`src/rtl/srcp_pkg.sv`:
```
// shared types and constants for the s-record character parser
`timescale 1ns / 1ps

package srcp_pkg;

	// parser phase within one record line
	typedef enum logic [2:0] {
		PH_SKIP = 3'd0,
		PH_TYPE = 3'd1,
		PH_LEN  = 3'd2,
		PH_AHI  = 3'd3,
		PH_ALO  = 3'd4,
		PH_DATA = 3'd5
	} phase_t;

	// result kinds
	localparam logic [1:0] KIND_DATA = 2'd0;
	localparam logic [1:0] KIND_END  = 2'd1;
	localparam logic [1:0] KIND_ERR  = 2'd2;

	// record types
	localparam logic [1:0] REC_S0 = 2'd0;
	localparam logic [1:0] REC_S1 = 2'd1;
	localparam logic [1:0] REC_S9 = 2'd2;

	// error codes
	localparam logic [2:0] ERR_NONE   = 3'd0;
	localparam logic [2:0] ERR_HEADER = 3'd1;
	localparam logic [2:0] ERR_LENGTH = 3'd2;
	localparam logic [2:0] ERR_TYPE   = 3'd3;
	localparam logic [2:0] ERR_HEX    = 3'd4;

	// characters
	localparam logic [7:0] CH_S     = 8'h53;
	localparam logic [7:0] CH_0     = 8'h30;
	localparam logic [7:0] CH_1     = 8'h31;
	localparam logic [7:0] CH_9     = 8'h39;
	localparam logic [7:0] CH_UA    = 8'h41;
	localparam logic [7:0] CH_UF    = 8'h46;
	localparam logic [7:0] CH_LA    = 8'h61;
	localparam logic [7:0] CH_LF    = 8'h66;
	localparam logic [7:0] SUM_GOOD = 8'hFF;
	localparam logic [7:0] LEN_MIN  = 8'd3;
	localparam logic [7:0] LEN_RESET = 8'hFF;

	// one result word
	typedef struct packed {
		logic [1:0]  kind;
		logic [1:0]  rec_type;
		logic [15:0] address;
		logic [7:0]  data_byte;
		logic        checksum_ok;
		logic [2:0]  error_code;
	} result_t;

endpackage

```
`src/rtl/srecord_char_parser_top.sv`:
```
// top level of the s-record character parser
`timescale 1ns / 1ps

// channel   dir  tdata                         tuser
// s_*       in   ch                            line_start
// m_*       out  rec_type, address, data_byte,  out_kind
//                checksum_ok, error_code
// cfg_*     in   max_record_length (write only)
//
// one character word per cycle sustained while the result queue is not full; a result
// passes the input register, then the parse into the queue, before it leaves
// all parse state sits in one register set updated once per character
// reset: parser skips to the next line start, length limit returns to 255
// an output stall is absorbed by a two-entry result queue; the input side
// only stops once the queue is full and a character is waiting

module srecord_char_parser_top (
	input  logic        clk,
	input  logic        arst_n,
	// input characters
	input  logic        s_tvalid,
	output logic        s_tready,
	input  logic [7:0]  s_tdata,   // [7:0] ch
	input  logic [0:0]  s_tuser,   // [0] line_start
	// parse results
	output logic        m_tvalid,
	input  logic        m_tready,
	output logic [31:0] m_tdata,   // [1:0] rec_type, [17:2] address, [25:18] data_byte,
	                               // [26] checksum_ok, [29:27] error_code, [31:30] zero
	output logic [1:0]  m_tuser,   // [1:0] out_kind
	// length limit register
	input  logic        cfg_wr_en,
	input  logic [7:0]  cfg_wr_data
);
	import srcp_pkg::*;

	logic       valid_s1;
	logic [7:0] ch_s1;
	logic       start_s1;
	logic [7:0] max_len_q;
	logic       fifo_full;
	logic       fire;
	logic       s_accept;
	logic       res_valid;
	result_t    res;
	result_t    out_res;

	// input register can refill whenever its word moves on
	assign fire     = valid_s1 && !fifo_full;
	assign s_tready = !valid_s1 || !fifo_full;
	assign s_accept = s_tvalid && s_tready;

	always_ff @(posedge clk or negedge arst_n) begin
		if (!arst_n) begin
			valid_s1 <= 1'b0;
		end else if (s_accept) begin
			valid_s1 <= 1'b1;
		end else if (fire) begin
			valid_s1 <= 1'b0;
		end
	end

	// character payload, no reset needed
	always_ff @(posedge clk) begin
		if (s_accept) begin
			ch_s1    <= s_tdata;
			start_s1 <= s_tuser[0];
		end
	end

	// length limit; it must be written only while idle (the block does not enforce this)
	always_ff @(posedge clk or negedge arst_n) begin
		if (!arst_n) begin
			max_len_q <= LEN_RESET;
		end else if (cfg_wr_en) begin
			max_len_q <= cfg_wr_data;
		end
	end

	srcp_core u_core (
		.clk       (clk),
		.arst_n    (arst_n),
		.fire      (fire),
		.ch        (ch_s1),
		.line_start(start_s1),
		.max_len   (max_len_q),
		.res_valid (res_valid),
		.res       (res)
	);

	srcp_out_fifo u_fifo (
		.clk      (clk),
		.arst_n   (arst_n),
		.push     (res_valid),
		.push_data(res),
		.full     (fifo_full),
		.out_valid(m_tvalid),
		.out_ready(m_tready),
		.out_data (out_res)
	);

	// output word packing
	assign m_tuser = out_res.kind;
	assign m_tdata = {2'b00, out_res.error_code, out_res.checksum_ok, out_res.data_byte,
	                  out_res.address, out_res.rec_type};

endmodule

```
`src/rtl/srcp_core.sv`:
```
// record parser state and per-character decode
`timescale 1ns / 1ps

module srcp_core (
	input  logic                 clk,
	input  logic                 arst_n,
	input  logic                 fire,
	input  logic [7:0]           ch,
	input  logic                 line_start,
	input  logic [7:0]           max_len,
	output logic                 res_valid,
	output srcp_pkg::result_t    res
);
	import srcp_pkg::*;

	phase_t      phase_q, phase_d;
	logic [1:0]  type_q, type_d;
	logic        type_bad_q, type_bad_d;
	logic [3:0]  hi_nib_q, hi_nib_d;
	logic        pend_q, pend_d;
	logic [7:0]  left_q, left_d;
	logic [15:0] cur_addr_q, cur_addr_d;
	logic [15:0] rec_addr_q, rec_addr_d;
	logic [7:0]  sum_q, sum_d;

	logic        is_hex;
	logic [3:0]  nib;
	logic [7:0]  byte_val;
	logic [7:0]  sum_new;
	logic        in_hex_phase;
	logic        len_bad;

	// hex digit decode
	always_comb begin
		is_hex = 1'b1;
		nib    = '0;
		if (ch >= CH_0 && ch <= CH_9) begin
			nib = 4'(ch - CH_0);
		end else if (ch >= CH_UA && ch <= CH_UF) begin
			nib = 4'(ch - CH_UA + 8'd10);
		end else if (ch >= CH_LA && ch <= CH_LF) begin
			nib = 4'(ch - CH_LA + 8'd10);
		end else begin
			is_hex = 1'b0;
		end
	end

	assign byte_val     = {hi_nib_q, nib};
	assign sum_new      = sum_q + byte_val;
	assign in_hex_phase = (phase_q == PH_LEN) || (phase_q == PH_AHI) ||
	                      (phase_q == PH_ALO) || (phase_q == PH_DATA);
	assign len_bad      = (byte_val > max_len) || (byte_val < LEN_MIN);

	// next state
	always_comb begin
		phase_d    = phase_q;
		type_d     = type_q;
		type_bad_d = type_bad_q;
		hi_nib_d   = hi_nib_q;
		pend_d     = pend_q;
		left_d     = left_q;
		cur_addr_d = cur_addr_q;
		rec_addr_d = rec_addr_q;
		sum_d      = sum_q;
		if (line_start) begin
			type_d     = REC_S0;
			type_bad_d = 1'b0;
			pend_d     = 1'b0;
			hi_nib_d   = '0;
			left_d     = '0;
			sum_d      = '0;
			phase_d    = (ch == CH_S) ? PH_TYPE : PH_SKIP;
		end else if (phase_q == PH_TYPE) begin
			phase_d = PH_LEN;
			if (ch == CH_0) begin
				type_d = REC_S0;
			end else if (ch == CH_1) begin
				type_d = REC_S1;
			end else if (ch == CH_9) begin
				type_d = REC_S9;
			end else begin
				type_d     = REC_S0;
				type_bad_d = 1'b1;
			end
		end else if (in_hex_phase) begin
			if (!is_hex) begin
				phase_d = PH_SKIP;
				pend_d  = 1'b0;
			end else if (!pend_q) begin
				hi_nib_d = nib;
				pend_d   = 1'b1;
			end else begin
				pend_d = 1'b0;
				sum_d  = sum_new;
				case (phase_q)
					PH_LEN: begin
						if (len_bad || type_bad_q) begin
							phase_d = PH_SKIP;
						end else begin
							left_d  = byte_val;
							phase_d = PH_AHI;
						end
					end
					PH_AHI: begin
						rec_addr_d = {byte_val, 8'h00};
						left_d     = left_q - 8'd1;
						phase_d    = PH_ALO;
					end
					PH_ALO: begin
						rec_addr_d = {rec_addr_q[15:8], byte_val};
						cur_addr_d = {rec_addr_q[15:8], byte_val};
						left_d     = left_q - 8'd1;
						phase_d    = PH_DATA;
					end
					default: begin
						if (left_q <= 8'd1) begin
							left_d  = '0;
							phase_d = PH_SKIP;
						end else begin
							left_d = left_q - 8'd1;
							if (type_q != REC_S9) begin
								cur_addr_d = cur_addr_q + 16'd1;
							end
						end
					end
				endcase
			end
		end
	end

	// result
	always_comb begin
		res_valid       = 1'b0;
		res.kind        = KIND_ERR;
		res.rec_type    = type_bad_q ? REC_S0 : type_q;
		res.address     = '0;
		res.data_byte   = '0;
		res.checksum_ok = 1'b0;
		res.error_code  = ERR_NONE;
		if (line_start) begin
			if (ch != CH_S) begin
				res_valid      = 1'b1;
				res.rec_type   = REC_S0;
				res.error_code = ERR_HEADER;
			end
		end else if (in_hex_phase) begin
			if (!is_hex) begin
				res_valid      = 1'b1;
				res.error_code = ERR_HEX;
			end else if (pend_q) begin
				case (phase_q)
					PH_LEN: begin
						if (len_bad) begin
							res_valid      = 1'b1;
							res.error_code = ERR_LENGTH;
						end else if (type_bad_q) begin
							res_valid      = 1'b1;
							res.error_code = ERR_TYPE;
						end
					end
					PH_DATA: begin
						if (left_q <= 8'd1) begin
							res_valid       = 1'b1;
							res.kind        = KIND_END;
							res.rec_type    = type_q;
							res.address     = rec_addr_q;
							res.checksum_ok = (sum_new == SUM_GOOD);
						end else if (type_q != REC_S9) begin
							res_valid     = 1'b1;
							res.kind      = KIND_DATA;
							res.rec_type  = type_q;
							res.address   = cur_addr_q;
							res.data_byte = byte_val;
						end
					end
					default: begin
						res_valid = 1'b0;
					end
				endcase
			end
		end
		if (!fire) begin
			res_valid = 1'b0;
		end
	end

	always_ff @(posedge clk or negedge arst_n) begin
		if (!arst_n) begin
			phase_q    <= PH_SKIP;
			type_q     <= REC_S0;
			type_bad_q <= 1'b0;
			hi_nib_q   <= '0;
			pend_q     <= 1'b0;
			left_q     <= '0;
			cur_addr_q <= '0;
			rec_addr_q <= '0;
			sum_q      <= '0;
		end else if (fire) begin
			phase_q    <= phase_d;
			type_q     <= type_d;
			type_bad_q <= type_bad_d;
			hi_nib_q   <= hi_nib_d;
			pend_q     <= pend_d;
			left_q     <= left_d;
			cur_addr_q <= cur_addr_d;
			rec_addr_q <= rec_addr_d;
			sum_q      <= sum_d;
		end
	end

endmodule

```
`src/rtl/srcp_out_fifo.sv`:
```
// two-entry result queue that decouples the parser from the output stall
`timescale 1ns / 1ps

module srcp_out_fifo (
	input  logic              clk,
	input  logic              arst_n,
	input  logic              push,
	input  srcp_pkg::result_t push_data,
	output logic              full,
	output logic              out_valid,
	input  logic              out_ready,
	output srcp_pkg::result_t out_data
);
	import srcp_pkg::*;

	result_t    mem_q [2];
	logic [1:0] count_q;
	logic       wr_ptr_q;
	logic       rd_ptr_q;
	logic       pop;

	assign full      = (count_q == 2'd2);
	assign out_valid = (count_q != 2'd0);
	assign pop       = out_valid && out_ready;
	assign out_data  = mem_q[rd_ptr_q];

	always_ff @(posedge clk) begin
		if (push) begin
			mem_q[wr_ptr_q] <= push_data;
		end
	end

	always_ff @(posedge clk or negedge arst_n) begin
		if (!arst_n) begin
			count_q  <= '0;
			wr_ptr_q <= 1'b0;
			rd_ptr_q <= 1'b0;
		end else begin
			if (push) begin
				wr_ptr_q <= ~wr_ptr_q;
			end
			if (pop) begin
				rd_ptr_q <= ~rd_ptr_q;
			end
			case ({push, pop})
				2'b10:   count_q <= count_q + 2'd1;
				2'b01:   count_q <= count_q - 2'd1;
				default: count_q <= count_q;
			endcase
		end
	end

endmodule

```
`config.mk`:
```
export PLATFORM = sky130hd
export DESIGN_NAME = srecord_char_parser_top
export DESIGN_NICKNAME = d
export VERILOG_FILES = /design/src/rtl/srcp_pkg.sv /design/src/rtl/srecord_char_parser_top.sv /design/src/rtl/srcp_core.sv /design/src/rtl/srcp_out_fifo.sv
export SDC_FILE = /design/constraint.sdc
export NUM_CORES = 1
export LEC_CHECK = 0
export ABC_AREA = 0
export BUFFER_PORTS_ARGS = -buffer_cell sky130_fd_sc_hd__buf_2
export CORE_MARGIN = 3
export CORE_UTILIZATION = 50
export DETAILED_ROUTE_END_ITERATION = 10
export PLACE_DENSITY_LB_ADDON = 0.25
export SETUP_SLACK_MARGIN = 0.02
export SLEW_MARGIN = 20
export SYNTH_ARGS = -nofsm -noshare
export SYNTH_HDL_FRONTEND = slang
export SYNTH_SLANG_ARGS = --single-unit
```
`constraint.sdc`:
```
create_clock -name clk -period 6.9 [get_ports clk]
set_clock_uncertainty 0.2 [all_clocks]
set_input_delay 0.345 -clock clk [delete_from_list [all_inputs] [get_ports clk]]
set_output_delay 0.345 -clock clk [all_outputs]
set_load 0.02 [all_outputs]
```
**Word level (Yosys, flattened, before mapping)**

Memories as Yosys holds them, arrays and structs flattened.
Index checks and enable logic that the tools add are counted.

- Flip-flop bits (word level): 81
- RAM bits: 64
- Input bits: 22
- Output and inout bits: 36
- Word-level logic and storage cells: 190
- Memories kept: 1

- $add $sub $neg: 10
- Magnitude comparators: 9
- Equality and inequality tests: 24
- Mux-type cells: 87
- Bitwise logic cells: 6
- Reduce and logical (&&, ||, !) cells: 36

Memory list:

| memory | depth | bits a word | rd ports | clocked after memory_dff | write ports | line | text |
|---|---|---|---|---|---|---|---|
| u_fifo.mem_q | 2 | 32 | 1 | 0 | 1 | srcp_out_fifo.sv:16 | `result_t mem_q [2];` |

Operators with widths:

| kind | number |
|---|---|
| 2-to-1 mux 8 bit | 13 |
| 2-to-1 mux 32 bit | 2 |
| one-hot mux 16 bit (2 select lines) | 2 |
| 2-to-1 mux 29 bit | 2 |
| 2-to-1 mux 16 bit | 2 |
| 2-to-1 mux 4 bit | 8 |
| 2-to-1 mux 1 bit | 30 |
| 2-to-1 mux 3 bit | 10 |
| 2-to-1 mux 28 bit | 1 |
| 2-to-1 mux 25 bit | 1 |
| == test 8 x 6 -> 1 bit, second input constant | 3 |
| 2-to-1 mux 2 bit | 11 |
| 2-to-1 mux 20 bit | 1 |
| nonzero test 2 bit | 9 |
| adder 16 x 1 -> 16 bit, second input constant | 1 |
| greater-or-equal comparator 8 x 7 -> 1 bit, second input constant | 2 |
| <= comparator 8 x 7 -> 1 bit, second input constant | 2 |
| one-hot mux 8 bit (2 select lines) | 1 |
| AND reduction 5 bit | 3 |
| inequality test 2 bit, second input constant | 6 |
| subtractor 4 x 1 -> 4 bit, second input constant | 3 |
| one-hot mux 3 bit (3 select lines) | 1 |
| AND reduction 9 bit | 1 |
| adder 4 bit, second input constant | 2 |
| other kinds (35) | 55 |

**Depth between registers and ports, before layout**

Gate-level depths: netlist of the first run.

- Depth after elaboration: 16
- Mapped depth: 19
- Depth with buffers taken out: 18

**By module**

Synthesis of the first run repeated with hierarchy kept, for this count alone.

- Cell total of the unflattened synthesis: 701
- Area, all modules: 7574.8 um^2

Modules (own cells, without submodules):

| module | instances | cells an instance | area an instance (um^2) | seq. area each (um^2) |
|---|---|---|---|---|
| srcp_core | 1 | 550 | 4359.2 | 1476.4 |
| srcp_out_fifo | 1 | 117 | 2534.9 | 2021.9 |
| srecord_char_parser_top | 1 | 34 | 680.7 | 505.5 |

**Least setup slack after synthesis of the first run**

OpenSTA, ideal clock, no wires.

- Path kind: reg2reg
- Start: register ch_s1[1]
- End: memory u_fifo.mem_q[0][0] (netlist name) (enable)
- Setup time: 421 ps
- Arrival: 4412 ps
- Data required time: 6279 ps
- Slack: 1867 ps
- Cell stages (with the launch flop): 16
- Buffers on the path: 1
- Clock period less this slack: 5033 ps
- Path through: edfxtp_1 > inv_1 > ha_1 > or3b_2 > and3_1 > buf_2 > a22oi_1 > inv_1 > ha_1 > nor2b_1 > o211ai_1 > a21oi_1 > nor4_1 > o21ai_0 > nand3_1 > nor2_1

- Cells in the longest elaborated chain, start to end: 16
- Elaborated cells on any way between the ends: 34
- Classes of those cells: 5 x add/sub; 8 x order compare; 1 x eq/ne; 16 x mux; 4 x reduce/logical

RTL lines:

| element | line | text |
|---|---|---|
| start: declaration | srecord_char_parser_top.sv:38 | `logic [7:0] ch_s1;` |
| start signal: assignment | srecord_char_parser_top.sv:66 | `ch_s1 <= s_tdata;` |
| subtractor 4 x 1 -> 4 bit, or another cell as far along | srcp_core.sv:40, srcp_core.sv:42 |  |
| adder 4 bit or logical AND 1 bit (tied branches) | srcp_core.sv:40, srcp_core.sv:42, srcp_core.sv:41 |  |
| 2-to-1 mux 4 bit | srcp_core.sv:41 | `end else if (ch >= CH_LA && ch <= CH_LF) begin` |
| 2-to-1 mux 4 bit | srcp_core.sv:39 | `end else if (ch >= CH_UA && ch <= CH_UF) begin` |
| 2-to-1 mux 4 bit | srcp_core.sv:37 | `if (ch >= CH_0 && ch <= CH_9) begin` |
| greater-than comparator 8 bit or less-than comparator 8 x 2 -> 1 bit (tied branches) | srcp_core.sv:52 | `assign len_bad = (byte_val > max_len) \|\| (byte_val < LEN_MIN);` |
| logical OR 1 bit | srcp_core.sv:52 |  |
| 2-to-1 mux 1 bit | srcp_core.sv:153 | `if (len_bad) begin` |
| one-hot mux 1 bit (2 select lines) | srcp_core.sv:151 | `case (phase_q)` |
| 2-to-1 mux 1 bit | srcp_core.sv:150 | `end else if (pend_q) begin` |
| 2-to-1 mux 1 bit | srcp_core.sv:147 | `if (!is_hex) begin` |
| 2-to-1 mux 1 bit | srcp_core.sv:146 | `end else if (in_hex_phase) begin` |
| 2-to-1 mux 1 bit * | srcp_core.sv:140 | `if (line_start) begin` |
| 2-to-1 mux 1 bit * | srcp_core.sv:182 | `if (!fire) begin` |
| 2-to-1 mux 1 bit * | srcp_out_fifo.sv:28 | `if (push) begin` |
| 2-to-1 mux 1 bit (implied by the code) * | srcp_out_fifo.sv:29 | `mem_q[wr_ptr_q] <= push_data;` |
| end: declaration | srcp_out_fifo.sv:16 |  |

Every way passes the cells marked *; elsewhere a longest branch is shown, timed or not.

**Final worst setup path of the first run**

- Start: register ch_s1[1]
- End: register u_fifo.count_q[1]

- Cells in the longest elaborated chain, start to end: 16
- Elaborated cells on any way between the ends: 36
- Classes of those cells: 5 x add/sub; 8 x order compare; 3 x eq/ne; 15 x mux; 5 x reduce/logical

RTL lines:

| element | line | text |
|---|---|---|
| subtractor 4 x 1 -> 4 bit, or another cell as far along | srcp_core.sv:40, srcp_core.sv:42 |  |
| adder 4 bit or logical AND 1 bit (tied branches) | srcp_core.sv:40, srcp_core.sv:42, srcp_core.sv:41 |  |
| 2-to-1 mux 4 bit | srcp_core.sv:41 |  |
| 2-to-1 mux 4 bit | srcp_core.sv:39 |  |
| 2-to-1 mux 4 bit | srcp_core.sv:37 |  |
| greater-than comparator 8 bit or less-than comparator 8 x 2 -> 1 bit (tied branches) | srcp_core.sv:52 |  |
| logical OR 1 bit | srcp_core.sv:52 |  |
| 2-to-1 mux 1 bit | srcp_core.sv:153 |  |
| one-hot mux 1 bit (2 select lines) | srcp_core.sv:151 |  |
| 2-to-1 mux 1 bit | srcp_core.sv:150 |  |
| 2-to-1 mux 1 bit | srcp_core.sv:147 |  |
| 2-to-1 mux 1 bit | srcp_core.sv:146 |  |
| 2-to-1 mux 1 bit * | srcp_core.sv:140 |  |
| 2-to-1 mux 1 bit * | srcp_core.sv:182 |  |
| == test 2 x 1 -> 1 bit or == test 2 bit (tied branches) | srcp_out_fifo.sv:45 | `case ({push, pop})` |
| one-hot mux 2 bit (2 select lines) or nonzero test 2 bit (tied branches) | - |  |
| end signal: assignment | srcp_out_fifo.sv:46 | `2'b10: count_q <= count_q + 2'd1;` |
| end signal: assignment | srcp_out_fifo.sv:47 | `2'b01: count_q <= count_q - 2'd1;` |
| end signal: assignment | srcp_out_fifo.sv:48 | `default: count_q <= count_q;` |
| end: declaration | srcp_out_fifo.sv:17 | `logic [1:0] count_q;` |

Marks and branches as above.
A chain may end at the register's enable or synchronous reset.

==> flow_results.org, run 1 <==
** Outcome
- Run status :: complete, no violations

** Worst setup path
- Type of destination of the critical path :: flop
- Maximum fanout along the worst path :: 13
- Worst reg2reg path depth :: 17
- Endpoint of the most critical setup path :: u_fifo.count_q[1]
- Data on the critical path arrives at its endpoint at 5.36 ns.
- Required time worst endpoint :: 7.04 ns
- Internal reg-to-reg setup slack :: 1.68 ns
- Startpoint of the most critical register-to-register path :: ch_s1[1]
- The worst register-to-register path ends at u_fifo.count_q[1].
- Kind of launch point of the worst setup path :: flop
- Tracing the worst setup path back leads to its startpoint at ch_s1[1].
- By startpoint and endpoint, the worst setup path is classified as reg2reg.

** Synthesis
- Cell taking the most area after synthesis :: edfxtp_1
- The share of the Yosys chip area taken by registers is 54.9%.
- Most used DFF post-synth :: edfxtp_1
- Number of enable-type register cells in the synthesized netlist :: 73
- Counting distinct cell types in the post-synthesis netlist gives 64.
- Per-instance average area after synthesis :: 10.6 um2
- After technology mapping, the gate count stands at 688.
- After synthesis, the most frequently instantiated cells are 73 x edfxtp_1, 69 x nand2_1, 64 x dfrtp_1, 61 x nor2_1, 57 x o21ai_0.
- The synthesized design devotes to its leading area cell type 30.0% of total area.
- In the post-synthesis netlist, the biggest area contributors are edfxtp_1 30%, dfrtp_1 22%, mux2_2 5.1%, o21ai_0 3.9%, a21oi_1 3.8%.
- Most numerous cell in the Yosys netlist :: edfxtp_1
- Summed instance area of the synthesized netlist :: 0.00730 mm2
- Yosys printed 0 warnings.
- After synthesis the netlist holds a flip-flop and latch count of 145.
- Share of synthesized flip-flops with an asynchronous set or reset :: 49.7%

** Power and ir drop
- The worst-case IR drop observed on VDD is 0.255 mV.
- Fraction of power consumed by combinational cells :: 31.7%
- Net switching is 35.5% of the power.
- The design draws 3.30 mW.
- Total power per unit cell area :: 386 mW/mm2
- Net Switching :: 1.17 mW
- Part of the power in the clock network :: 30.2%
- Portion of total power attributed to sequential cells :: 38.1%
- Summed over all cells, the static leakage comes to 3.40 nW.
- The internal portion of the total power is 2.13 mW.

** Clocking
- TritonCTS built the clock tree.
- CTS buffer count :: 17
- Number of clock sinks :: 145
- Clock transition at the registers of the reported paths :: 0.07 ns
- The H-tree was split into 4 levels.
- Buffers from clock root to sink, at most :: 2
- The root buffer cell chosen for the clock tree is clkbuf_16.
- Clock insertion delay at the later pin of the skew report :: 0.42 ns

** Routing
- The final layout contains routed wiring with a total length of 18900 um.
- Starting DRC count in detailed routing :: 547
- Dividing the detail-routed via count by the number of cells gives 6.04.
- After detailed routing, the number of remaining DRC violations is 0.
- Total via count in the routed design :: 5737
- Detailed Routing Iterations Pass 1 :: 5
- Wirelength per Cell :: 19.9 um
- The detail route stage leaves a number of antenna-violating nets equal to 0.

** Floorplan
- Die Y :: 127 um
- The die covers 0.0161 mm2.
- Once the floorplan was initialized, standard cells occupied 51.8% of the core.
- Pin placement for this block handled 58 I/O pins.
- Placeable core region :: 0.0141 mm2
- The floorplan has 43 rows.
- Measured along the x axis, the die boundary spans 127 um.

** Timing
- Tcrit/Tclk final :: 75.7%
- Static timing analysis puts the maximum clock frequency at 0.192 GHz.
- The smallest clock period supported by the final layout is computed as 5.22 ns.
- Setup repair after global routing left no endpoint under its margin.
- Number of setup violations in the final report :: 0
- In the final timing run, aggregate negative setup slack is 0 ns.
- The count of pins over their slew limit is 0.
- The final hold violation count came to 0.
- Headroom to the max-slew limit came out at 30.4%.
- Transition time at the pin with the least slew margin :: 1.04 ns

** Final layout
- Area taken by flip-flops and latches :: 0.00400 mm2
- Fin nets :: 802
- Summing all multi-input logic gate instances after layout gives 0.00310 mm2.
- Cells with a size suffix above 1 make up 18.4% of the layout.
- After filler insertion, the fill cell instance count of the layout stands at 1131.
- The repair_antennas step left the layout with diodes totalling 0.
- Relative to the synthesized area, the layout overhead comes to 17.3%.

** Global routing
- Across every metal layer, demand over resource in global routing totals 24.0%.
- After global routing the overflow that remains totals 0.
- The via count of the first global-routing pass came to 5638.
- First-pass GRT wire length :: 30000 um
- Entering global routing, the biggest net connects 73 pins.
- The number of antenna violations at the first check in global routing is 0.

** Placement
- Detail Placement HPWL :: 12300 um
- The congestion estimate from routability-driven global placement came to 0.912.
- Buffers placed on the I/O ports in this run total 55.

** Min path
- Min-Delay Path Class :: in2reg

** Flow run
- The tool flagged a number of max-cap violations equal to 0.
[registers in the layout, summed over array words and instances (netlist names), 3 cells and up]
| register | flops |
|---|---|
| u_core.rec_addr_q | 16 |
| u_core.hi_nib_q | 4 |
| u_fifo.mem_q | 64 |
| ch_s1 | 8 |
| u_core.sum_q | 8 |
| u_core.left_q | 8 |
| max_len_q | 8 |
| u_core.cur_addr_q | 16 |
| u_core.phase_q | 3 |
[power groups by stage]
| stage | Clock (mW) | Sequential (mW) | Combinational (mW) |
|---|---|---|---|
| 3_3_place_gp | 0 | 1.26 | 1.02 |
| 2_1_floorplan | 0 | 1.19 | 0.779 |
| 4_1_cts | 1.01 | 1.26 | 1.05 |
| 6_report | 0.999 | 1.26 | 1.05 |
| 3_5_place_dp | 0 | 1.27 | 1.04 |
| 5_1_grt | 1.05 | 1.28 | 1.15 |
[cell type report]
class | count | area share (%)
sequential | 145 | 46.8
multi-input combinational | 490 | 36.1
clock buffer | 18 | 5.01
clock inverter | 14 | 2.48
timing repair buffer | 80 | 5.96
inverter | 23 | 1.01
tap | 180 | 2.63
[per-layer routing]
layer  global-route usage (%)  share of wire, %  vias up
met4                     8.08               2.1        0
met1                     32.7                43     2811
li1                         -                 -     2659
met2                     37.8                47      236
met3                     6.23               7.5       31
met5                        0                 0        -
[how the worst min path moves through the flow]
| stage | startpoint | end | cells after the start |
|---|---|---|---|
| 2_1_floorplan | arst_n | u_core.cur_addr_q[0] | 0 |
| 3_3_place_gp | u_core.sum_q[0] | u_core.sum_q[0] | 2 |
| 3_5_place_dp | u_core.sum_q[0] | u_core.sum_q[0] | 2 |
| 4_1_cts | cfg_wr_en | max_len_q[6] | 2 |
| 5_1_grt | cfg_wr_en | max_len_q[6] | 3 |
| 6_report | cfg_wr_en | max_len_q[4] | 3 |
[critical path, stage by stage, from the launching register on]
cell and delay (ns):
edfxtp_1 0.46, inv_1 0.13, ha_1 0.21, o21bai_1 0.09
a21oi_1 0.71, nor2b_1 0.14, a22oi_1 0.60, inv_1 0.24
ha_1 0.35, nor2b_1 0.13, o211ai_1 0.15, a21oi_1 0.12
nor4_1 0.54, o21ai_0 0.22, nand3_1 0.24, ha_1 0.30
nor2_1 0.14, xor2_1 0.15
[stage by stage]
stage,hold slack [ns],worst slack (ns),cells,instance area [um2],utilization (%)
floorplan,-0.151,1.87,689,7300,-
global placement,0.280,2.01,899,7720,54.8
detailed placement,0.292,1.82,899,7730,54.8
CTS,0.0474,1.77,950,8560,60.7
global route,0.0823,1.17,950,8560,60.7
finish,0.0490,1.68,950,8560,60.7
[repair_timing]
| item | in CTS | in global routing |
|---|---|---|
| endpoints found under the hold margin | 23 | 0 |
| resized for setup | 0 | 0 |
| setup buffers | 0 | 0 |
| hold buffers | 19 | 0 |
[placed cells by master, fill, tap and decap left out, types with 4 or more instances in the layout]
cell type / Yosys / routed
xnor2_1: 12 / 12
a21oi_1: 56 / 56
o21a_1: 7 / 7
nor4_1: 6 / 6
o22ai_1: 14 / 14
o21ai_0: 57 / 57
ha_1: 22 / 22
nand2_1: 69 / 69
bufinv_16: 0 / 5
nor3_1: 15 / 15
a22o_1: 20 / 20
dfrtp_1: 64 / 64
dfstp_2: 8 / 8
nor2_1: 61 / 58
edfxtp_1: 73 / 73
dlygate4sd3_1: 0 / 19
nor2b_1: 8 / 8
buf_2: 6 / 55
o31ai_1: 6 / 6
nand2b_1: 10 / 10
or3_1: 5 / 5
nand4_1: 5 / 5
buf_4: 2 / 6
mux2_2: 33 / 33
inv_1: 22 / 22
clkbuf_16: 0 / 17
nand3_1: 18 / 18
and3_1: 4 / 4
and2_1: 7 / 7
[cells by family (layout without fill, tap and decap cells)]
kind of cell / after synthesis / after routing / share of synthesized area, %
adder cells (fa/ha/maj): 23 / 23 / 4.05
XOR/XNOR: 15 / 15 / 1.80
multiplexers: 33 / 33 / 5.09
flip-flops: 145 / 145 / 54.9
AO/OA/AOI/OAI: 191 / 191 / 16.2
buffers and inverters: 54 / 135 / 2.98
other: 1 / 2 / 0.0514
AND/OR/NAND/NOR: 226 / 226 / 14.9
Power figures use the tool's default switching activity.
==> run 2: changes to the inputs <==
--- a/config.mk
+++ b/config.mk
@@ -5,7 +5,7 @@
 export SDC_FILE = /design/constraint.sdc
 export NUM_CORES = 1
 export LEC_CHECK = 0
-export ABC_AREA = 0
+export ABC_AREA = 1
 export BUFFER_PORTS_ARGS = -buffer_cell sky130_fd_sc_hd__buf_2
 export CORE_MARGIN = 3
 export CORE_UTILIZATION = 50
==> constraint.sdc (replaced) <==
create_clock -name clk -period 4.7 [get_ports clk]
set_clock_uncertainty 0.2 [all_clocks]
set_input_delay 0.235 -clock clk [delete_from_list [all_inputs] [get_ports clk]]
set_output_delay 0.235 -clock clk [all_outputs]
set_load 0.02 [all_outputs]
==> flow_results.org, run 2 <==
** Synthesis
- Number of enable-type register cells in the synthesized netlist :: 73 (unchanged)
- The register area share after synthesis was 53.4% (was 54.9%).
- The mean area per synthesized cell came to 8.96 um2 (was 10.6 um2).
- Most numerous cell in the Yosys netlist :: nand2_1 (was edfxtp_1)
- The post-synthesis async set-or-reset flop share came to 49.7% (unchanged).
- Synth warnings :: 0 (unchanged)
- Share of the synthesized area in the top cell type :: 29.2% (was 30.0%)
- The count of different cell masters after synthesis was 54 (was 64).
- Cells after synthesis :: 836 (was 688)
- Number of flip-flops and latches in the synthesized netlist :: 145 (unchanged)
- The flip-flop cell with the highest count after synthesis is edfxtp_1 (unchanged).
- Cell types occupying the most area after synthesis: edfxtp_1 29%, dfrtp_1 21%, nand2_1 11%, inv_1 4.8%, o21ai_0 4.1% (was edfxtp_1 30%, dfrtp_1 22%, mux2_2 5.1%, o21ai_0 3.9%, a21oi_1 3.8%).
- The netlist area before placement came to 0.00749 mm2 (was 0.00730 mm2).
- List of most frequent post-synthesis cells: 222 x nand2_1, 95 x inv_1, 73 x edfxtp_1, 64 x dfrtp_1, 64 x nor2_1 (was 73 x edfxtp_1, 69 x nand2_1, 64 x dfrtp_1, 61 x nor2_1, 57 x o21ai_0).
- Cell taking the most area after synthesis :: edfxtp_1 (unchanged)

** Final layout
- The sequential cell area came to 0.00400 mm2 (unchanged).
- The register containing the most flip-flops in the final layout is u_fifo.mem_q (unchanged).
- Antenna diode count :: 0 (unchanged)
- The flip-flop count of the largest register after layout is 64 (unchanged).
- Leading cell types in the layout, fill and taps excluded :: 222 x nand2_1, 95 x inv_1, 73 x edfxtp_1 (was 73 x edfxtp_1, 69 x nand2_1, 64 x dfrtp_1)
- Area growth from synthesis to layout :: 18.3% (was 17.3%)
- Registers with the most flip-flops :: u_fifo.mem_q x64, u_core.cur_addr_q x16, u_core.rec_addr_q x16 (unchanged)
- Fin nets :: 971 (was 802)
- Most common library cell in the layout ignoring fill and taps :: nand2_1 (was edfxtp_1)
- The final-layout fill cell count came to 1215 (was 1131).
- The multi-input gate area in the final layout is 0.00297 mm2 (was 0.00310 mm2).
- Layout cell share with drive strength beyond 1 :: 15.5% (was 18.4%)

** Floorplan
- The floorplan die height is 128 um (was 127 um).
- Horizontal extent of the die :: 128 um (was 127 um)
- Overall die area :: 0.0165 mm2 (was 0.0161 mm2)
- The placeable core area came to 0.0146 mm2 (was 0.0141 mm2).
- Effective utilization at floorplan :: 51.4% (was 51.8%)
- The number of I/O pins came to 58 (unchanged).
- The row count came to 44 (was 43).

** Outcome
- Run status: complete, no violations (unchanged).

** Clocking
- The root cell of the clock tree is clkbuf_16 (unchanged).
- The buffer levels on the longest clock path is 2 (unchanged).
- Maximum level of the CTS H-tree :: 4 (unchanged)
- The number of buffers inserted by post-CTS setup repair came to 0 (unchanged).
- Clock transition at the registers of the reported paths :: 0.06 ns (was 0.07 ns)
- The clock tree from TritonCTS is built (unchanged).
- The total clock buffers created by CTS came to 17 (unchanged).
- The clock sink count was 145 (unchanged).
- Clock insertion delay at the later pin of the skew report :: 0.43 ns (was 0.42 ns)

** Power and ir drop
- The part of the power in combinational logic is 31.7% (about the same).
- Net Switching :: 1.66 mW (was 1.17 mW)
- Part of the power in the clock network :: 31.2% (was 30.2%)
- Total power per unit cell area :: 510 mW/mm2 (was 386 mW/mm2)
- Sw frac :: 36.7% (was 35.5%)
- The maximum VDD drop is 0.236 mV (was 0.255 mV).
- The cell internal power dissipation was 2.86 mW (was 2.13 mW).
- The sequential share of power is 37.1% (was 38.1%).
- Static Leakage :: 3.85 nW (was 3.40 nW)

** Placement
- The worst setup slack before clock tree synthesis was 0.733 ns (was 1.82 ns).
- Global placement routability congestion :: 0.935 (was 0.912)
- The half-perimeter wire length after detailed placement came to 12400 um (was 12300 um).
- Number of buffer cells added on primary ports :: 55 (unchanged)

** Timing
- The tightest slew margin relative to the limit is 33.5% (was 30.4%).
- The total setup violations reported at the end of the flow was 0 (unchanged).
- The final period utilization was 84.8% (was 75.7%).
- The highest attainable clock frequency is 0.251 GHz (was 0.192 GHz).
- The final critical path time including I/O delays and setup was 3.98 ns (was 5.22 ns).
- Slew Limit Fails :: 0 (unchanged)
- Number of failing hold endpoints at the final stage :: 0 (unchanged)
- Sum of negative setup slack :: 0 ns (unchanged)
- The transition time of the tightest slew-check pin is 0.992 ns (was 1.04 ns).
- Setup repair after global routing missed its margin: false (unchanged).
- The smallest hold slack was 0.0624 ns (was 0.0490 ns).
- Final worst-path setup slack :: 0.716 ns (was 1.68 ns)

** Worst setup path
- Maximum fanout along the worst path :: 32 (was 13)
- The maximum cell stage delay along the critical path is 0.42 ns (was 0.71 ns).
- The classification of the worst setup path is reg2reg (unchanged).
- Cells traversed along the worst timing path :: inv_1, ha_1, o21ai_1, nand2_1, nand2_4, nand2_4, nand3_2, inv_1, ha_1, nand2_1, o21ai_0, and2_1, o22ai_1, nand3_1, nand2_1, nand2_1, nand2_1, nand2_1, nand2_1, nor2_2, buf_4 (was inv_1, ha_1, o21bai_1, a21oi_1, nor2b_1, a22oi_1, inv_1, ha_1, nor2b_1, o211ai_1, a21oi_1, nor4_1, o21ai_0, nand3_1, ha_1, nor2_1, xor2_1)
- Standard cell with the maximum stage delay on the critical path :: buf_4 (was a21oi_1)
- Type of destination of the critical path :: flop (unchanged)
- The most frequent cell on the critical path was nand2_1 (was ha_1).
- The data required time at the worst endpoint came to 4.57 ns (was 7.04 ns).
- Kind of launch point of the worst setup path :: flop (unchanged)
- The arrival time of data at the critical path endpoint came to 3.85 ns (was 5.36 ns).

** Global routing
- The maximum number of pins on one net before global-route repair was 58 (was 73).
- The aggregate global routing overflow came to 0 (unchanged).
- The total routing resource utilization after global routing is 23.1% (was 24.0%).
- The via count of the first global-routing pass is 5728 (was 5638).
- First-pass GRT wire length :: 29400 um (was 30000 um)
- Initial antenna violation count :: 0 (unchanged)

** Routing
- Total via count in the routed design :: 5990 (was 5737)
- Via-per-instance ratio :: 5.33 (was 6.04)
- The sum of routed wire length over all layers came to 18200 um (was 18900 um).
- The number of iterations in the first detailed-routing pass came to 5 (unchanged).
- The count of routing violations after the opening detailed-route iteration was 446 (was 547).
- DRC :: 0 (unchanged)
- The remaining number of nets flagged by the antenna check after routing was 0 (unchanged).
- Wirelength per Cell :: 16.2 um (was 19.9 um)

** Flow run
- Max-cap violations :: 0 (unchanged)

** Min path
- Min-Delay Path Class :: in2async (was in2reg)
==> run 2: worst max-delay path: cells and delay by family, from the launching register on <==
kind / cells / cell delay (ns)
AOI/OAI and AO/OA: 3 / 0.44
buffers and inverters: 3 / 0.64
and+or+nand+nor: 13 / 1.43
adders and majority gates: 2 / 0.51
DFF: 1 / 0.40
==> run 2: layout make-up <==
type                    instances  area share [%]
clock buffers                  19            4.99
clock inverters                13            1.96
inverters                     106            4.49
multi-input cells             562            33.5
flip-flops and latches        145            45.1
well taps                     184            2.60
repair buffers                 94            7.36
==> run 2: what timing repair did <==
item	CTS	global route
hold endpoints to repair	34	0
gates resized for setup	0	0
hold buffers	34	0
setup endpoints to repair	0	0
==> run 2: path summary, 6_finish.rpt <==
check | startpoint | cells after the start | slack [ns] | end
min in group clk | cfg_wr_en | 2 | 0.06 | max_len_q[0]
hold reg to reg | u_core.rec_addr_q[4] | 2 | 0.28 | u_core.rec_addr_q[4]
max in group asynchronous | arst_n | 3 | 3.13 | u_core.left_q[5]
setup / recovery | ch_s1[0] | 21 | 0.72 | u_fifo.mem_q[1][31]
setup reg to reg | ch_s1[0] | 21 | 0.72 | u_fifo.mem_q[1][31]
hold / removal | arst_n | 2 | 0.06 | u_fifo.rd_ptr_q
==> run 2: cell families (layout without fill, tap and decap cells) <==
kind of cell	Yosys count	in the layout	share of synthesized area, %
other	1	2	0.0500
AOI/OAI and AO/OA	154	154	12.4
muxes	2	2	0.284
buffers and inverters	130	232	7.08
and+or+nand+nor	367	367	21.2
xor gates and xnor gates	14	14	1.64
adders and majority gates	23	23	3.94
DFF	145	145	53.4
==> run 2: stage by stage <==
step                power, mW  utilization [%]  instance area, um2  std cells
detailed placement       3.12             54.2                7910       1057
global placement         3.09             54.2                7910       1057
global route             4.79             60.8                8870       1123
CTS                      4.56             60.8                8870       1123
finish                   4.52             60.8                8870       1123
floorplan                2.68                -                7500        837
==> run 2: power groups by stage <==
stage	registers [mW]	clock network (mW)	logic [mW]
3_3_place_gp	1.69	0	1.39
4_1_cts	1.68	1.43	1.45
6_report	1.68	1.41	1.44
3_5_place_dp	1.70	0	1.41
5_1_grt	1.70	1.48	1.61
2_1_floorplan	1.67	0	1.01
==> run 2: layer usage <==
layer / track usage, % / vias up / routed length, um
met1: 30.0 / 2810 / 7890
met2: 37.7 / 173 / 8770
met3: 4.98 / 40 / 949
met5: 0 / - / 0
met4: 9.43 / 0 / 573
li1: - / 2967 / -
==> run 3: changes to the inputs <==
==> constraint.sdc (replaced) <==
create_clock -name clk -period 3.3 [get_ports clk]
set_clock_uncertainty 0.2 [all_clocks]
set_input_delay 0.165 -clock clk [delete_from_list [all_inputs] [get_ports clk]]
set_output_delay 0.165 -clock clk [all_outputs]
set_load 0.02 [all_outputs]
==> flow_results.org, run 3 (same netlist as run 2, synthesis figures left out) <==
** Outcome
- Run status: finished, violations left (was complete, no violations).
- The final reports fail on setup timing.

** Worst setup path
- The launching element type of the critical path is a flop (unchanged).
- Maximum fanout along the worst path :: 16 (was 32)
- The data required time at the worst endpoint is 3.28 ns (was 4.57 ns).
- The classification of the worst setup path is reg2reg (unchanged).
- Type of destination of the critical path :: flop (unchanged)
- The arrival time of data at the critical path endpoint was 3.39 ns (was 3.85 ns).

** Timing
- The final hold violation count came to 0 (unchanged).
- Number of setup violations in the final report :: 66 (was 0)
- Worst-case headroom to the max-slew limit :: 46.3% (was 33.5%)
- The final period utilization came to 103% (was 84.8%).
- The highest attainable clock frequency is 0.293 GHz (was 0.251 GHz).
- The smallest setup slack after layout came to -0.110 ns (was 0.716 ns).
- The count of pins over their slew limit came to 0 (unchanged).
- Setup repair after global routing missed its margin :: true (was false)
- Final Critical Period :: 3.41 ns (was 3.98 ns)
- The transition time of the tightest slew-check pin came to 0.806 ns (was 0.992 ns).

** Floorplan
- The number of I/O pins was 58 (unchanged).
- The floorplan die height is 128 um (unchanged).
- Site Rows :: 44 (unchanged)
- Horizontal extent of the die :: 128 um (unchanged)
- Placeable core region :: 0.0146 mm2 (unchanged)
- Overall die area :: 0.0165 mm2 (unchanged)
- Effective utilization at floorplan :: 51.4% (unchanged)

** Flow run
- The max-cap violation count is 0 (unchanged).

** Routing
- Total detailed-routing wirelength :: 19000 um (was 18200 um)
- The number of iterations in the first detailed-routing pass is 5 (unchanged).
- Via-per-instance ratio :: 5.31 (was 5.33)
- Wirelength per Cell :: 16.1 um (was 16.2 um)
- The overall via count from detail_route was 6251 (was 5990).
- DRC :: 0 (unchanged)
- The count of routing violations after the opening detailed-route iteration came to 577 (was 446).
- The remaining number of nets flagged by the antenna check after routing is 0 (unchanged).

** Final layout
- Area growth from synthesis to layout :: 28.6% (was 18.3%)
- Flip-flop count of the largest register, all copies and words added :: 64 (unchanged)
- Registers with the most flip-flops: u_fifo.mem_q x64, u_core.cur_addr_q x16, u_core.rec_addr_q x16 (unchanged).
- Antenna diode count :: 0 (unchanged)
- Fin nets :: 1025 (was 971)
- The proportion of layout cells with a drive suffix above 1 came to 24.8% (was 15.5%).
- Post-Layout Inst Area :: 0.00964 mm2 (was 0.00887 mm2)
- Leading cell types in the layout, fill and taps excluded: 211 x nand2_1, 89 x inv_1, 73 x edfxtp_1 (was 222 x nand2_1, 95 x inv_1, 73 x edfxtp_1).
- Most common library cell in the layout ignoring fill and taps :: nand2_1 (unchanged)
- The final-layout fill cell count was 1117 (was 1215).
- Most flop-heavy register :: u_fifo.mem_q (unchanged)

** Clocking
- The maximum level of the CTS H-tree was 4 (unchanged).
- Clock transition at the registers of the reported paths :: 0.06 ns (about the same)
- The total clock buffers created by CTS came to 17 (unchanged).
- CTS tree :: built (unchanged)
- Number of clock sinks :: 145 (unchanged)
- The root cell of the clock tree was clkbuf_16 (unchanged).
- Clock insertion delay at the later pin of the skew report :: 0.43 ns (about the same)
- Buffers from clock root to sink, at most :: 2 (unchanged)

** Placement
- Number of buffer cells added on primary ports :: 55 (unchanged)
- Global placement routability congestion :: 0.911 (was 0.935)
- The total cell area at the placement stage came to 0.00842 mm2 (was 0.00791 mm2).
- Detail Placement HPWL :: 12400 um (about the same)

** Global routing
- The via count of the first global-routing pass was 5893 (was 5728).
- The maximum number of pins on one net before global-route repair is 55 (was 58).
- The global-route wire length before repair was 29500 um (was 29400 um).
- GRT Overall Usage :: 22.9% (was 23.1%)
- Total global routing overflow :: 0 (unchanged)
- The number of antenna violations at the first check in global routing is 0 (unchanged).

** Power and ir drop
- Largest voltage drop on the vdd net :: 0.379 mV (was 0.236 mV)
- Total Power :: 6.72 mW (was 4.52 mW)
- Static Leakage :: 4.15 nW (was 3.85 nW)
- The total power divided by cell area is 697 mW/mm2 (was 510 mW/mm2).

** Min path
- Min-Delay Path Class :: in2async (unchanged)
[run 3: cell types whose count changed in the layout (fill, tap and decap cells not counted), moves of 5 or more]
cell / previous run / this run
ha_4: 0 / 7
nand2_2: 8 / 15
buf_4: 5 / 50
o21ai_0: 61 / 56
nand2_1: 222 / 211
ha_1: 22 / 14
inv_1: 95 / 89
a21oi_1: 31 / 24
a21oi_2: 1 / 7
[run 3: final cells by class]
| class | instances | area (um2) | area share, % |
|---|---|---|---|
| sequential | 145 | 4000 | 41.5 |
| clock buffer | 17 | 425 | 4.41 |
| timing repair buffer | 148 | 1170 | 12.1 |
| inverter | 106 | 404 | 4.19 |
| multi-input combinational | 562 | 3250 | 33.8 |
| clock inverter | 15 | 153 | 1.58 |
| tap | 184 | 230 | 2.39 |
[run 3: power breakdown]
part	internal [mW]	leakage [nW]	switching (mW)
registers	2.23	1.64	0.148
logic	0.881	2.23	1.58
clock network	1.06	0.276	0.829
[run 3: metrics by stage]
stage	utilization [%]	std cells	setup slack (ns)	setup TNS [ns]	hold slack [ns]
3_5_place_dp	57.7	1100	-0.216	-4.63	-0.0499
4_1_cts	64.6	1170	-0.0629	-3.45	0.0338
6_report	66.1	1177	-0.110	-5.14	0.0522
2_1_floorplan	-	837	-0.152	-9.74	-0.331
3_3_place_gp	57.7	1100	-0.126	-0.184	-0.0588
5_1_grt	66.1	1177	-0.277	-15.68	0.0861
[run 3: per-layer routing]
layer	GRT usage, %	vias up	wire length, um
li1	-	3064	-
met1	30.9	2947	8370
met2	37.8	202	9120
met3	3.15	38	1040
met4	8.68	0	442
met5	0	-	0
[run 3: path summary, 6_finish.rpt]
kind / startpoint / to / slack [ns] / cells past startpoint
worst min register to register: u_fifo.wr_ptr_q / u_fifo.wr_ptr_q / 0.27 / 2
worst max register to register: ch_s1[0] / u_fifo.mem_q[0][9] / -0.11 / 19
worst min-delay path: arst_n / u_core.cur_addr_q[8] / 0.05 / 2
worst max-delay path: ch_s1[0] / u_fifo.mem_q[0][9] / -0.11 / 19
max in group asynchronous: arst_n / u_core.left_q[2] / 1.77 / 3
min in group clk: s_tdata[3] / ch_s1[3] / 0.24 / 2
[run 3: critical path, cell delays in order (launching register included)]
cell and delay [ns]:
edfxtp_1 0.43, inv_2 0.08, ha_4 0.18, o21ai_4 0.17, nand2_2 0.10, nand2_4 0.15, nand3_2 0.12, nand2_4 0.10
inv_2 0.04, ha_2 0.31, nand3_1 0.13, o22ai_4 0.21, nand3_2 0.12, nand2_2 0.09, nand2_1 0.05, nand2_1 0.07
nand2_2 0.08, nand3_2 0.12, clkinvlp_4 0.18, clkbuf_16 0.23
[run 3: what timing repair did]
action / 4_1_cts / 5_1_grt
endpoints found under the hold margin: 37 / 0
endpoints found under the setup margin: 68 / 81
gates cloned: 0 / 4
hold buffers: 35 / 0
buffers inserted: 3 / 3
gates resized for setup: 10 / 24
pin swaps: 13 / 20
